File: config.mk
export PLATFORM = sky130hd
export DESIGN_NAME = lat_cordic
export DESIGN_NICKNAME = d
export VERILOG_FILES = /design/src/rtl/assert_macros.svh /design/src/rtl/lat_pkg.sv /design/src/rtl/lat_cordic.sv
export SDC_FILE = /design/constraint.sdc
export NUM_CORES = 1
export LEC_CHECK = 0
export BUFFER_PORTS_ARGS = -buffer_cell sky130_fd_sc_hd__buf_2
export CORE_MARGIN = 1
export CORE_UTILIZATION = 35
export DETAILED_ROUTE_END_ITERATION = 6
export PLACE_DENSITY_LB_ADDON = 0.3
export SLEW_MARGIN = 20
export SYNTH_ARGS = -nofsm -noshare
export SYNTH_HDL_FRONTEND = slang
export SYNTH_SLANG_ARGS = --single-unit
File: constraint.sdc
create_clock -name clk -period 9 [get_ports clk]
set_clock_uncertainty 0.2 [all_clocks]
set_input_delay 1.8 -clock clk [delete_from_list [all_inputs] [get_ports clk]]
set_output_delay 1.8 -clock clk [all_outputs]
set_load 0.05 [all_outputs]
File: src/rtl/assert_macros.svh
// Assertion helpers shared by the RTL.
`ifndef ASSERT_MACROS_SVH
`define ASSERT_MACROS_SVH

// Checks that a condition implies a consequence in the same cycle.
`define ASSERT_IMPL(label, clk, rst_n, cond, cons, msg) \
  label: assert property (@(posedge clk) disable iff (!rst_n) (cond) |-> (cons)) \
    else $error(msg);

// Checks that a condition implies a consequence in the next cycle.
`define ASSERT_NEXT(label, clk, rst_n, cond, cons, msg) \
  label: assert property (@(posedge clk) disable iff (!rst_n) (cond) |=> (cons)) \
    else $error(msg);

`endif

File: src/rtl/lat_pkg.sv
// ---------------------------------------------------------------------------
// Landmark association package
// Shared widths, constants, state codes and CORDIC tables.
// ---------------------------------------------------------------------------
package lat_pkg;

  localparam int unsigned LANDMARK_DEPTH_DEF = 256;
  localparam int unsigned POS_W = 24;
  localparam int unsigned ANG_W = 16;
  localparam int unsigned CFG_W = 16;
  localparam int unsigned CFG_IDX_W = 1;
  localparam int unsigned CORDIC_W = 48;
  localparam int unsigned Z_W = 26;
  localparam int unsigned STEPS = 16;
  localparam int unsigned STEP_W = 4;
  localparam logic [CFG_IDX_W-1:0] CFG_THR = 1'b0;
  localparam logic [CFG_IDX_W-1:0] CFG_TSTEP = 1'b1;
  localparam logic [15:0] THR_RESET = 16'd2048;
  localparam logic [15:0] TSTEP_RESET = 16'd1311;
  localparam logic [16:0] GAIN_INV = 17'd39797;
  localparam logic signed [POS_W-1:0] POS_MAX = 24'sh7FFFFF;
  localparam logic signed [POS_W-1:0] POS_MIN = -24'sh800000;

  typedef enum logic [3:0] {
    ST_IDLE, ST_ROT, ST_GAIN, ST_SCALE, ST_POSE, ST_SCAN, ST_CMP, ST_BLEND,
    ST_DIV, ST_WRITE, ST_DONE
  } lat_state_t;

  typedef struct packed {
    logic       start;
    logic       busy;
  } cordic_ctl_t;

  function automatic logic [Z_W-1:0] atan_lut(input logic [STEP_W-1:0] i);
    logic [Z_W-1:0] v;
    case (i)
      4'd0: v = 26'd2097152;  4'd1: v = 26'd1238021;
      4'd2: v = 26'd654136;   4'd3: v = 26'd332050;
      4'd4: v = 26'd166669;   4'd5: v = 26'd83416;
      4'd6: v = 26'd41718;    4'd7: v = 26'd20860;
      4'd8: v = 26'd10430;    4'd9: v = 26'd5215;
      4'd10: v = 26'd2608;    4'd11: v = 26'd1304;
      4'd12: v = 26'd652;     4'd13: v = 26'd326;
      4'd14: v = 26'd163;     default: v = 26'd81;
    endcase
    return v;
  endfunction

  function automatic logic signed [POS_W-1:0] sat24(input logic signed [49:0] v);
    logic signed [POS_W-1:0] r;
    if (v > 50'sd8388607) r = POS_MAX;
    else if (v < -50'sd8388608) r = POS_MIN;
    else r = v[POS_W-1:0];
    return r;
  endfunction

endpackage

File: src/rtl/lat_cordic.sv
// ---------------------------------------------------------------------------
// Landmark association CORDIC
// Rotates a vector by a binary angle, one micro-rotation per cycle.
// ---------------------------------------------------------------------------
module lat_cordic
  import lat_pkg::*;
(
  input  logic                       clk,
  input  logic                       rst_n,
  input  cordic_ctl_t                ctl,
  input  logic signed [16:0]         vec_x,
  input  logic signed [16:0]         vec_y,
  input  logic [ANG_W-1:0]           angle,
  output logic                       done,
  output logic signed [CORDIC_W-1:0] res_x,
  output logic signed [CORDIC_W-1:0] res_y
);

  logic signed [CORDIC_W-1:0] cx_r, cy_r;
  logic signed [Z_W-1:0]      z_r;
  logic [STEP_W-1:0]          step_r;
  logic                       run_r;
  logic [ANG_W-1:0]           a_fold;
  logic                       flip;
  logic signed [CORDIC_W-1:0] sx, sy;

  always_comb begin
    flip = ((angle + 16'd16384) >= 16'd32768);
    a_fold = flip ? angle + 16'd32768 : angle;
    sx = cx_r >>> step_r;
    sy = cy_r >>> step_r;
  end

  always_ff @(posedge clk) begin
    if (!rst_n) begin
      run_r <= 1'b0;
      step_r <= '0;
    end else if (ctl.start) begin
      run_r <= 1'b1;
      step_r <= '0;
      cx_r <= flip ? -(CORDIC_W'(vec_x) <<< 14) : (CORDIC_W'(vec_x) <<< 14);
      cy_r <= flip ? -(CORDIC_W'(vec_y) <<< 14) : (CORDIC_W'(vec_y) <<< 14);
      z_r <= Z_W'($signed(a_fold)) <<< 8;
    end else if (run_r) begin
      if (z_r >= 0) begin
        cx_r <= cx_r - sy;
        cy_r <= cy_r + sx;
        z_r <= z_r - $signed(atan_lut(step_r));
      end else begin
        cx_r <= cx_r + sy;
        cy_r <= cy_r - sx;
        z_r <= z_r + $signed(atan_lut(step_r));
      end
      step_r <= step_r + 1'b1;
      if (step_r == STEP_W'(STEPS - 1)) run_r <= 1'b0;
    end
  end

  assign done = run_r && (step_r == STEP_W'(STEPS - 1));
  assign res_x = cx_r;
  assign res_y = cy_r;

endmodule

* Word level (Yosys, flattened, before mapping)
Memory sizes are Yosys's and may differ from the RTL's. A register that Yosys moved wholly into a read port is not among the register bits. Index checks and enable logic that the tools add are counted.
Storage, ports and cells: bits in registers 127, ROM bits 704, word-level logic and storage cells 56, memories 2
Memory list:
- (name not given) | words 16, width 22, rd ports 1, clocked after Yosys merged registers in 1, wr ports 0, RTL line lat_pkg.sv:36 | case (i)
- (name not given) | words 16, width 22, rd ports 1, clocked after Yosys merged registers in 1, wr ports 0, RTL line lat_pkg.sv:36
Cells by class: add/sub/neg operators 11, $lt $le $gt $ge 2, eq/ne operators 1, shift operators 2, multiplexer cells 27, bitwise logic cells 1, reductions and logical operators 4
Operators by type and width (count):
- $mux W48 | 8
- $mux W26 | 11
- $add A48 B48 Y48 | 2
- $neg A31 Y48 | 2
- $sshr A48 B4 Y48 | 2
- $sub A48 B48 Y48 | 2
- $add A26 B26 Y26 | 1
- $ge A26 B1 Y1 const B | 1
- $sub A26 B26 Y26 | 1
- $add A16 B15 Y16 const B | 1
- $add A16 B16 Y16 const B | 1
- $ge A16 B16 Y1 const B | 1
- $mux W16 | 1
- $mux W4 | 4
- $add A4 B1 Y4 const B | 1
- $eq A4 B4 Y1 const B | 1
- $mux W1 | 3
- $reduce_and A2 Y1 | 1
- $reduce_bool A2 Y1 | 1
- $reduce_or A2 Y1 | 1
- $logic_and A1 B1 Y1 | 1
- $not A1 Y1 | 1

* Depth between registers and ports, before layout
word-level depth 9, depth in mapped cells 32, mapped depth without buffers 23

* Least setup slack after synthesis
No wires, ideal clock.
path type register to register, start reg step_r[3], end reg cy_r[40] (netlist: res_y[40]), data pin, setup time 0.281 ns, arrival 6.168 ns, required time 8.519 ns, setup slack 2.352 ns, stages on the path, launching flop included 24, path buffers 8, period minus slack after synthesis 6.648 ns, cells stage by stage dfxtp_1 buf_1 buf_2 buf_1 clkbuf_1 clkbuf_1 buf_1 buf_1 buf_1 a21o_1 ha_1 nand2_1 o21ai_0 fa_1 a211oi_1 o21ai_0 a2111oi_0 o21ai_0 a311o_1 a31oi_1 o21ai_0 a31oi_1 xor2_1 o21ai_0
Between the ends: cells in the longest elaborated chain, start to end 5
Ends and longest elaborated chain:
- start: declaration | RTL line lat_cordic.sv:21 | logic [STEP_W-1:0] step_r;
- start signal: assignment | RTL line lat_cordic.sv:54 | step_r <= step_r + 1'b1;
- $sshr A48 B4 Y48 * | RTL line lat_cordic.sv:30 | sx = cx_r >>> step_r;
- $sub A48 B48 Y48 or $add A48 B48 Y48 (tied branches) | RTL line lat_cordic.sv:51, lat_cordic.sv:47
- $mux W48 * | RTL line lat_cordic.sv:45 | if (z_r >= 0) begin
- $mux W48 * | RTL line lat_cordic.sv:44 | end else if (run_r) begin
- $mux W48 * | RTL line lat_cordic.sv:38 | end else if (ctl.start) begin
- end signal: assignment | RTL line lat_cordic.sv:42 | cy_r <= flip ? -(CORDIC_W'(vec_y) <<< 14) : (CORDIC_W'(vec_y) <<< 14);
- end signal: assignment | RTL line lat_cordic.sv:47 | cy_r <= cy_r + sx;
- end signal: assignment | RTL line lat_cordic.sv:51 | cy_r <= cy_r - sx;
- end: declaration | RTL line lat_cordic.sv:19 | logic signed [CORDIC_W-1:0] cx_r, cy_r;
Every way passes the cells marked *; elsewhere a longest branch is shown, timed or not. The select of a mux whose other input is x is not followed. A chain may end at the register's enable or synchronous reset.

* Worst setup path after layout
start reg step_r[2], end reg cx_r[47] (netlist: res_x[47]), data pin
Between the ends: cells in the longest elaborated chain, start to end 5
Ends and longest elaborated chain:
- $sshr A48 B4 Y48 * | RTL line lat_cordic.sv:31 | sy = cy_r >>> step_r;
- $add A48 B48 Y48 or $sub A48 B48 Y48 (tied branches) | RTL line lat_cordic.sv:50, lat_cordic.sv:46
- $mux W48 * | RTL line lat_cordic.sv:45
- $mux W48 * | RTL line lat_cordic.sv:44
- $mux W48 * | RTL line lat_cordic.sv:38
- end signal: assignment | RTL line lat_cordic.sv:41 | cx_r <= flip ? -(CORDIC_W'(vec_x) <<< 14) : (CORDIC_W'(vec_x) <<< 14);
- end signal: assignment | RTL line lat_cordic.sv:46 | cx_r <= cx_r - sy;
- end signal: assignment | RTL line lat_cordic.sv:50 | cx_r <= cx_r + sy;
- end: declaration | RTL line lat_cordic.sv:19
Marked as above.

==> impl_metrics.yaml <==
outcome:
  outcome: "finished with violations"
  violations: "DRC"
timing:
  final.setup.tns_ps: 0
  max_freq_mhz: 137.7
  maxSlewHeadroom: 0.3179
  hold_viol: 0
  setup_viol: 0
  layout_min_cycle_time_ps: 7263
  rsz0062_at_grt: "no"
  period_share: 0.8070
  final_max_slew_viol_count: 0
  worst_slew_pin_slew_ps: 1021
critical_path:
  criticalPathCategory: "reg2reg"
  critPathMaxFanout: 67
  crit_buf_inv: 1
  r2r_slack_ps: 1740
  cp-end-kind: "flop"
  crit_top_cell: "nand2_1"
  required_ps: 9000
  worstPathArrival_ps: 7260
  slowest_stage: "dfxtp_4"
  regToRegStartpoint: "step_r[2]"
  ff2ff_path_depth: 20
  cpLargestDelayFamily: "simple AND/OR/NAND/NOR gates"
  crit_path_start_kind: "flop"
  r2r-end: "res_x[47]"
  crit_path_max_incr_delay_ps: 920
  cp-startpoint: "step_r[2]"
  crit_cells: 20
  worstSetupEndpoint: "res_x[47]"
  path_cells: "buf_12, mux4_1, mux2_2, mux2i_1, o221ai_1, and4b_1, nand4_1, or3_1, nand2_1, xor2_1, ha_1, nand2_1, nor2_1, and3_1, a221o_1, a211o_1, a31oi_1, o21ai_0, xnor2_1, o21ai_1"
grt:
  grt_max_degree: 82
  grt_busiest_layer: "met2"
  grt.met1_usage: 0.2642
  grt_pass1_wl_um: 105600
  grt_pass1_vias: 18690
  grtUsageTotal: 0.2258
  grt.met3_usage: 0.03547
  globalRoute.totalOverflow: 0
  antenna_found_initial: 0
  globalRouteMet2Util: 0.4094
placed_design:
  io_buffers: 149
  hpwl_um: 53380
  post_dp_cell_area_mm2: 0.02198
  gp_congestion: 0.9122
routing:
  vias: 19190
  vias_per_cell: 5.895
  remaining_drc_errors: 8
  drt_wl_total_um: 68500
  first_pass_iters: 7
  first_iter_violations: 1469
  wire_per_inst_um: 21.04
  drtAntennaViolNets: 0
synthesis:
  syn_nets: 2618
  syn_avg_cell_area_um2: 8.565
  synth-seq-cells: 149
  synth_async_sr_flop_share: 0
  synth_area_leader_cell: "edfxtp_1"
  yosysWarnings: 0
  syn-cell-area_mm2: 0.02072
  seq_area_frac_synth: 0.2029
  synthTopCellsByArea: "edfxtp_1 18%, mux4_2 9.0%, ha_1 8.6%"
  synth_edf_count: 122
  ys.flop_type: "edfxtp_1"
  synth_top_cell_area_share: 0.1768
  synth_cell_type_count: 97
  synthCells: 2419
floorplanning:
  std_cell_rows: 88
  core_mm2: 0.05814
  fp.dieH_um: 245.3
  ios: 151
  die-area_mm2: 0.06018
  initial_utilization: 0.3564
  die_x_um: 245.3
flow_run:
  cap_violations: 0
power_and_ir_drop:
  worst_ir_drop_vdd_mv: 0.1714
  power_density_mw_per_mm2: 261.9
  p_leak_nw: 8.954
clock_tree:
  cts_tree: "yes"
  path_clk_slew_ps: 80
  clockBufferDepth: 2
  h-tree-depth: 4
  cts_setup_buffers: 0
  post_cts_resized: 0
  cts_hold_buf: 0
  clkLatencyLatePin_ps: 500
  root_buffer: "clkbuf_16"
  cts_buffers: 17
  clock-sinks: 149
final_layout:
  area_growth_pct: 8.720
  fin_area_mm2: 0.02253
  drive_above_1_share: 0.1566
  diodes: 0
  layout.nets: 2676
  final_cell_mix: "251 x nand2_1, 208 x o21ai_0, 190 x a21oi_1, 184 x nor2_1, 148 x buf_2"
  layout_commonest_cell: "nand2_1"
worst_hold_path:
  hold_path_class: "reg2reg"
  holdPathStages: 2
synthesized netlist by cell type, types with 32 or more instances:
cell,n
a21o_1,82
a21oi_1,190
clkbuf_1,69
edfxtp_1,122
ha_1,142
inv_1,47
mux2_2,49
mux2i_1,90
mux4_2,83
nand2_1,251
nand2b_1,32
nand3_1,46
nor2_1,184
o21ai_0,208
o31ai_1,32
xnor2_1,127
xor2_1,120
worst min path at each step:
stage,startpoint,end,slack [ps]
finish,flop,z_r[0],500
global placement,flop,z_r[0],490
detailed placement,flop,z_r[0],500
global route,flop,z_r[0],520
floorplan,flop,z_r[0],440
CTS,flop,z_r[0],490
worst register-to-register path, stage by stage (launching register included):
cell and delay, ps:
dfxtp_4 920, buf_12 410, mux4_1 660, mux2_2 310
mux2i_1 430, o221ai_1 340, and4b_1 440, nand4_1 270
or3_1 520, nand2_1 130, xor2_1 180, ha_1 340
nand2_1 150, nor2_1 60, and3_1 190, a221o_1 350
a211o_1 320, a31oi_1 330, o21ai_0 180, xnor2_1 180
o21ai_1 70
report_power, final:
| group | switching [W] | leakage (nW) | internal [W] |
|---|---|---|---|
| clock network | 0.000347 | 0.267 | 0.000359 |
| registers | 0.000305 | 1.40 | 0.000959 |
| logic | 0.00235 | 7.29 | 0.00158 |
| total | 0.00300 | 8.95 | 0.00290 |
routing by layer:
metal,part of all wire,vias up
met2,0.52,533
li1,-,9216
met3,0.046,105
met4,0.032,0
met1,0.41,9335
met5,0,-
cells by family (layout without fill, tap and decap cells):
group | after synthesis | count (layout) | share of synthesized area
buf+inv | 183 | 254 | 0.04173
simple gates | 726 | 726 | 0.1673
compound gates | 738 | 738 | 0.2266
fa+ha+maj | 145 | 145 | 0.08865
xor+xnor | 247 | 247 | 0.1044
mux | 231 | 231 | 0.1685
flops | 149 | 149 | 0.2029
cell type report:
type / count / area, um2
Clock buffer: 18 / 429.2
Multi-Input combinational cell: 2087 / 15670
Timing Repair Buffer: 171 / 942.2
Tap cell: 765 / 957.2
Inverter: 51 / 191.4
Clock inverter: 14 / 113.9
Fill cell: 5990 / 35610
Sequential cell: 149 / 4219
stage by stage:
step | total power (W) | hold WS (ps) | utilization | setup slack (ps) | std cells
3_3_place_gp | 0.005127 | 487.2 | 0.3781 | 1923 | 3223
4_1_cts | 0.005917 | 491.5 | 0.3874 | 1809 | 3255
5_1_grt | 0.006346 | 517.0 | 0.3875 | 1296 | 3255
3_5_place_dp | 0.005181 | 495.5 | 0.3781 | 1842 | 3223
2_1_floorplan | 0.004195 | 436.3 | - | 2352 | 2419
6_report | 0.005900 | 497.2 | 0.3875 | 1737 | 3255
Power figures use the tool's default switching activity.
